===== src/hdl/ehash_queue.sv =====
// Two-entry word queue between the front and the back of the hash table.
// No dependencies.
module ehash_queue #(
  parameter int W = 34
) (
  input  logic         clk,
  input  logic         rst,
  input  logic         push,
  input  logic [W-1:0] push_data,
  input  logic         pop,
  output logic [W-1:0] head,
  output logic         empty,
  output logic         full
);

  logic [W-1:0] entry [2];
  logic         wptr;
  logic         rptr;
  logic [1:0]   count;

  assign head  = entry[rptr];
  assign empty = (count == 2'd0);
  assign full  = (count == 2'd2);

  always_ff @(posedge clk) begin
    if (push) begin
      entry[wptr] <= push_data;
    end
    if (rst) begin
      wptr  <= 1'b0;
      rptr  <= 1'b0;
      count <= 2'd0;
    end else begin
      if (push) wptr <= ~wptr;
      if (pop) rptr <= ~rptr;
      count <= count + {1'b0, push} - {1'b0, pop};
    end
  end

endmodule


===== config.mk =====
export PLATFORM = sky130hd
export DESIGN_NAME = ehash_queue
export DESIGN_NICKNAME = d
export VERILOG_FILES = /design/src/hdl/ehash_queue.sv
export SDC_FILE = /design/constraint.sdc
export NUM_CORES = 1
export LEC_CHECK = 0
export BUFFER_PORTS_ARGS = -buffer_cell sky130_fd_sc_hd__buf_2
export CORE_ASPECT_RATIO = 1.4
export CORE_MARGIN = 3
export CORE_UTILIZATION = 50
export CTS_CLUSTER_DIAMETER = 50
export DETAILED_ROUTE_END_ITERATION = 6
export PLACE_DENSITY = 0.81
export REMOVE_ABC_BUFFERS = 1
export SYNTH_ARGS = -nofsm -noshare
export SYNTH_HDL_FRONTEND = slang
export SYNTH_SLANG_ARGS = --single-unit

===== constraint.sdc =====
create_clock -name clk -period 4.5 [get_ports clk]
set_clock_uncertainty 0.2 [all_clocks]
set_input_delay 0.9 -clock clk [delete_from_list [all_inputs] [get_ports clk]]
set_output_delay 0.9 -clock clk [all_outputs]
set_load 0.05 [all_outputs]

==> flow_summary.json, run 1 <==
{
  "crit_path_end_kind": "output pin",
  "synthDistinctLibCells": 13,
  "clockBufferDepth": 2,
  "vias": 1352,
  "setup_violations": 0,
  "tns_ps": 0,
  "power_switching_w": 0.000446,
  "slowest_stage": "dfxtp_2",
  "hold_path.class": "flop to flop",
  "drc": 0,
  "cap_violations": 0,
  "placed_area_um2": 3210,
  "final_hold_viol_count": 0,
  "grt_pass1_wl_um": 6830,
  "coreArea_um2": 5310,
  "worstPathRequired_ps": 3400,
  "regArea_um2": 2140,
  "slew_violations": 0,
  "p_seq_share_pct": 49.7,
  "fillerInstances": 383,
  "die_area_um2": 6600,
  "irDropWorstVdd_v": 0.000338,
  "start_kind": "flop",
  "cts_root_buf": "clkbuf_8",
  "cts-htree-levels": 3,
  "cp_top_family": "flip-flops",
  "nets": 247,
  "clk_pin_slew_ps": 60,
  "ys_warn_count": 0,
  "clockPowerShare_pct": 32.2,
  "min_path_cells": 2,
  "seq_area_frac_synth_pct": 75.8,
  "ctsResizeCount": 0,
  "numCtsBuffers": 9,
  "reg2reg_from": "wptr$_SDFFE_PP0P_",
  "clk_latency_ps": 330,
  "path_cells": "mux2_2, buf_2",
  "sw_frac_of_total_pct": 27.0,
  "drtPass1Iterations": 3,
  "slowest_delay_ps": 1060,
  "power.total_w": 0.00165,
  "syn_area_per_cell_um2": 22.2,
  "pin_count": 74,
  "num_antenna_cells": 0,
  "grt_use_total_pct": 14.2,
  "cts_setup_buffers": 0,
  "die_h_um": 94.9,
  "grt_pass1_vias": 1433,
  "status": "finished clean",
  "overflow": 0,
  "rows": 31,
  "cts_hold_buffers": 0,
  "finalWirelength_um": 4410,
  "ys_ff_latch": 73,
  "antenna_left": 0,
  "r2r_cells": 1,
  "grt_antenna_before_repair": 0,
  "endpoint": "head[1]",
  "crit_type": "flop to output pin",
  "final.min_clock_period_ps": 3130,
  "via_per_inst": 4.86,
  "synth_top_area_cell": "edfxtp_1",
  "gp_congestion": 0.689,
  "max_freq_mhz": 320,
  "period_share_pct": 69.5,
  "worstPathMaxFanout": 34,
  "cts_tree": "yes",
  "netlist.area_leader.share_pct": 72.3,
  "pwr-share-comb_pct": 18.2,
  "clkSinkCount": 73,
  "cellPowerDensity_nw_per_um2": 483,
  "dp_hpwl_um": 2910,
  "p_leak_nw": 1.38,
  "cp.arrival_ps": 2030,
  "syn_area_um2": 2830,
  "syn_inst": 127,
  "slew_headroom_pct": 26.8,
  "utilization_pct": 64.4,
  "path_buf_inv": 1,
  "worstReg2RegEnd": "entry[1][21]$_DFFE_PP_",
  "grt_max_degree": 35,
  "io_buffers": 73,
  "cp.depth": 2,
  "drt_iter0_markers": 49,
  "initial_core_util_pct": 53.2,
  "grt_setup_unrepaired": "no",
  "r2r_slack_ps": 2790,
  "ys_top_cells_by_area": "edfxtp_1 (72%), mux2_4 (16%), dfxtp_1 (3.5%)",
  "drive_gt1_share_pct": 58.5,
  "die_w_um": 69.5,
  "worst_slew_pin_slew_ps": 1100,
  "fin_area_um2": 3420,
  "intPower_w": 0.00121,
  "syn_to_final_growth_pct": 21.1,
  "multi_input_area_um2": 613,
  "wire_per_inst_um": 15.9
}
layer usage:
metal	global-route usage (%)	routed length (µm)
met5	0	0
met4	9.45	146
met3	5.11	244
met2	24.5	2420
met1	14.4	1600
registers in the layout, indices dropped and copies added (netlist names), named ones only:
signal / flops
wptr: 1
entry: 68
count: 2
rptr: 1
cells by family after synthesis:
kind of cell | count (synthesis) | share of synthesized area (%)
simple gates | 9 | 1.55
fa+ha+maj | 2 | 0.886
mux | 34 | 17.5
buf+inv | 6 | 2.79
xor+xnor | 3 | 1.42
flops | 73 | 75.8
power by group through the flow:
stage                     sequential, W  combinational, W  clock (W)
final                          0.000821          0.000300   0.000532
after detailed placement       0.000837          0.000304          0
after CTS                      0.000823          0.000304   0.000545
after global routing           0.000827          0.000316   0.000573
after floorplan                0.000829          0.000239          0
after global placement         0.000834          0.000300          0
metrics by stage:
stage	setup slack (ps)	instances	hold slack [ps]
after CTS	1320	278	321
after global placement	1710	262	297
after global routing	1240	278	351
after detailed placement	1700	262	306
after floorplan	1440	123	280
final	1370	278	313
synthesized netlist by cell type:
master	count
buf_6	1
dfxtp_1	5
xnor2_1	2
inv_1	2
nor2b_1	3
nor2_1	5
mux2_4	30
and2_1	1
edfxtp_1	68
mux2_2	4
buf_12	3
ha_1	2
xnor3_1	1
area by class of cell:
cell class | count | area share [%]
well taps | 66 | 2.41
flip-flops and latches | 73 | 62.6
repair buffers | 73 | 10.7
clock buffers | 10 | 3.73
multi-input cells | 48 | 17.9
inverters | 2 | 0.219
clock inverters | 6 | 2.41
worst min-delay path by stage:
stage	start	to	slack, ps
floorplan	rptr$_SDFFE_PP0P_	flop	280
global placement	rptr$_SDFFE_PP0P_	rptr$_SDFFE_PP0P_	300
detailed placement	rptr$_SDFFE_PP0P_	rptr$_SDFFE_PP0P_	310
finish	rptr$_SDFFE_PP0P_	rptr$_SDFFE_PP0P_	310
CTS	rptr$_SDFFE_PP0P_	rptr$_SDFFE_PP0P_	320
global route	rptr$_SDFFE_PP0P_	rptr$_SDFFE_PP0P_	350
cell usage in the layout, fill, tap and decap left out, drive strengths merged:
cell type  synthesis  routed
buf                4      73
edfxtp            68      68
mux2              34      34
clkbuf             0      10
nor2               5       5
dfxtp              5       5
clkinv             0       4
nor2b              3       3
inv                2       2
xnor2              2       2
ha                 2       2
bufinv             0       2
and2               1       1
xnor3              1       1
tightest hold or removal path: stages, from the launching register on:
cell     delay (ps)
dfxtp_1         320
xnor2_1          80
nor2_1           80
Note: power is estimated with default switching activity, not from simulation.
==> run 2, diff against run 1 <==
--- a/config.mk
+++ b/config.mk
@@ -5,6 +5,7 @@
 export SDC_FILE = /design/constraint.sdc
 export NUM_CORES = 1
 export LEC_CHECK = 0
+export ABC_AREA = 1
 export BUFFER_PORTS_ARGS = -buffer_cell sky130_fd_sc_hd__buf_2
 export CORE_ASPECT_RATIO = 1.4
 export CORE_MARGIN = 3
==> constraint.sdc (replaced) <==
create_clock -name clk -period 3 [get_ports clk]
set_clock_uncertainty 0.2 [all_clocks]
set_input_delay 0.6 -clock clk [delete_from_list [all_inputs] [get_ports clk]]
set_output_delay 0.6 -clock clk [all_outputs]
set_load 0.05 [all_outputs]
==> run 2 against run 1 <==
Via count increased by 6.1%. Sequential power increased by 45%. Final area rose by 0.88%. Non-clock buffer count increased by 4. Cell count is 5.0% higher. Largest cell class unchanged.
==> flow_summary.json, run 2 <==
{
  "drt_iter0_markers": 34,
  "cp_top_family": "buffers and inverters",
  "drtPass1Iterations": 2,
  "num_antenna_cells": 0,
  "cts_hold_buffers": 0,
  "intPower_w": 0.00170,
  "met3_usage_pct": 4.96,
  "netlist.area_leader.share_pct": 72.1,
  "worst_slew_pin_slew_ps": 467,
  "yosysMostFrequentCell": "edfxtp_1",
  "die_area_um2": 6620,
  "clkSinkCount": 73,
  "syn_inst": 137,
  "io_buffers": 73,
  "setup_violations": 0,
  "synth-xor-area-share_pct": 0.309,
  "max_freq_mhz": 434,
  "slew_violations": 0,
  "finalWirelength_um": 4580,
  "start_kind": "flop",
  "sw_frac_of_total_pct": 26.9,
  "largest_reg_flops": 68,
  "regMostFlops": "entry",
  "via_per_inst": 4.91,
  "utilization_pct": 65.0,
  "ys_warn_count": 0,
  "grt_pass1_wl_um": 7230,
  "drive_gt1_share_pct": 55.3,
  "p_seq_share_pct": 51.3,
  "syn_area_um2": 2830,
  "cp.arrival_ps": 1510,
  "ctsResizeCount": 0,
  "synthAdderAreaFrac_pct": 0.883,
  "clk_pin_slew_ps": 70,
  "grt_max_degree": 35,
  "period_share_pct": 76.9,
  "top_usage_layer": "met2",
  "synth_top_area_cell": "edfxtp_1",
  "cap_violations": 0,
  "synth-simple-area-share_pct": 1.94,
  "nets": 261,
  "die_w_um": 69.6,
  "antenna_left": 0,
  "clk_latency_ps": 320,
  "synthArstFlopShare_pct": 0,
  "dp_hpwl_um": 3300,
  "layout_common_cells": "buf_2 (73), edfxtp_1 (68), mux2_4 (30), clkbuf_8 (9), inv_1 (8)",
  "coreArea_um2": 5310,
  "synthDistinctLibCells": 14,
  "hold_path.class": "input pin to flop",
  "pin_count": 74,
  "cellPowerDensity_nw_per_um2": 675,
  "final.min_clock_period_ps": 2310,
  "grt_setup_unrepaired": "no",
  "synth_flop_cell": "edfxtp_1",
  "layout_commonest_cell": "buf_2",
  "grt_pass1_vias": 1533,
  "ys_ff_latch": 73,
  "synth_common_cells": "edfxtp_1 (68), mux2_4 (30), inv_1 (8), nor2_1 (8), dfxtp_1 (5)",
  "rows": 31,
  "synth_edf_count": 68,
  "path_cells": "buf_12, mux2_2, buf_2",
  "pwr-share-comb_pct": 18.9,
  "largestRegisters": "entry x68, count x2",
  "tns_ps": 0,
  "grt_use_total_pct": 14.7,
  "cts-htree-levels": 3,
  "gp_congestion": 0.684,
  "p_leak_nw": 1.42,
  "irDropWorstVdd_v": 0.000608,
  "path_buf_inv": 2,
  "final_hold_viol_count": 0,
  "overflow": 0,
  "clockBufferDepth": 2,
  "crit_type": "flop to output pin",
  "wire_per_inst_um": 15.7,
  "clockPowerShare_pct": 29.7,
  "syn_area_per_cell_um2": 20.7,
  "seq_area_frac_synth_pct": 75.6,
  "worstPathMaxFanout": 34,
  "crit_path_end_kind": "output pin",
  "grt_antenna_before_repair": 0,
  "syn_to_final_growth_pct": 21.9,
  "initial_core_util_pct": 53.3,
  "synth_top_family_by_area": "multiplexers",
  "placed_area_um2": 3270,
  "cts_setup_buffers": 0,
  "numCtsBuffers": 9,
  "die_h_um": 95.1,
  "cts_tree": "yes",
  "power_switching_w": 0.000626,
  "slowest_stage": "mux2_2",
  "vias": 1434,
  "worstPathRequired_ps": 2200,
  "fin_area_um2": 3450,
  "met1_usage_pct": 14.4,
  "use_met2_pct": 28.5,
  "slowest_delay_ps": 370,
  "slew_headroom_pct": 68.8,
  "ys_top_cells_by_area": "edfxtp_1 (72%), mux2_4 (16%), dfxtp_1 (3.5%)",
  "holdWs_ps": 258,
  "cts_root_buf": "clkbuf_8",
  "status": "finished clean",
  "muxShareOfSynthArea_pct": 17.5,
  "drc": 0,
  "synth_compound_area_share_pct": 0.177
}
==> run 2: cell types whose count changed in the layout (fill, tap and decap cells not counted), sizes merged, moves of 2 or more <==
cell    change
inv         +6
buf         +4
nand2       +4
nor2        +3
nor2b       -3
clkbuf      +2
==> run 2: logic make-up after synthesis <==
| family | count (synthesis) |
|---|---|
| mux | 34 |
| fa+ha+maj | 2 |
| flops | 73 |
| xor+xnor | 1 |
| buf+inv | 12 |
| simple gates | 14 |
| compound gates | 1 |
==> run 2: final cells by class <==
cell class                      count  area (µm²)
Timing Repair Buffer               77         420
Inverter                            8        30.0
Tap cell                           66        82.6
Clock inverter                      4        43.8
Multi-Input combinational cell     52         597
Clock buffer                       12         135
Sequential cell                    73        2140
Fill cell                         390        1860
==> run 2: per-stage QoR <==
stage	worst slack, ps	cells	total power [W]
after floorplan	245	133	0.00155
after global placement	1050	276	0.00165
after detailed placement	1030	276	0.00167
after CTS	682	292	0.00236
after global routing	633	292	0.00242
final	694	292	0.00233
==> run 2: power by group through the flow <==
stage	Clock (W)	Combinational, W	Sequential [W]
final	0.000693	0.000441	0.00119
after global routing	0.000759	0.000465	0.00120
after CTS	0.000712	0.000448	0.00120
after detailed placement	0	0.000447	0.00122
after global placement	0	0.000440	0.00121
after floorplan	0	0.000323	0.00123
==> run 2: worst reg2reg max path: stages, from the launching register on <==
cell and delay, ps:
dfxtp_1 360, inv_1 50, ha_1 260, inv_1 40, ha_1 180, inv_1 50
nand2_1 60, a21oi_1 130, nor2_1 60
==> run 2: worst paths after layout <==
check,start,to,slack (ps),cells past startpoint
max,flop,head[1],690,3
min,push_data[29],entry[1][29]$_DFFE_PP_,260,1
max reg2reg,count[0]$_SDFF_PP0_,count[1]$_SDFF_PP0_,1500,8
min reg2reg,rptr$_SDFFE_PP0P_,rptr$_SDFFE_PP0P_,330,2
==> run 2: layer usage <==
layer | wire length, µm | part of all wire (%)
met5 | 0 | 0
met4 | 72 | 1.6
met3 | 230 | 5.0
met2 | 2770 | 61
met1 | 1510 | 33
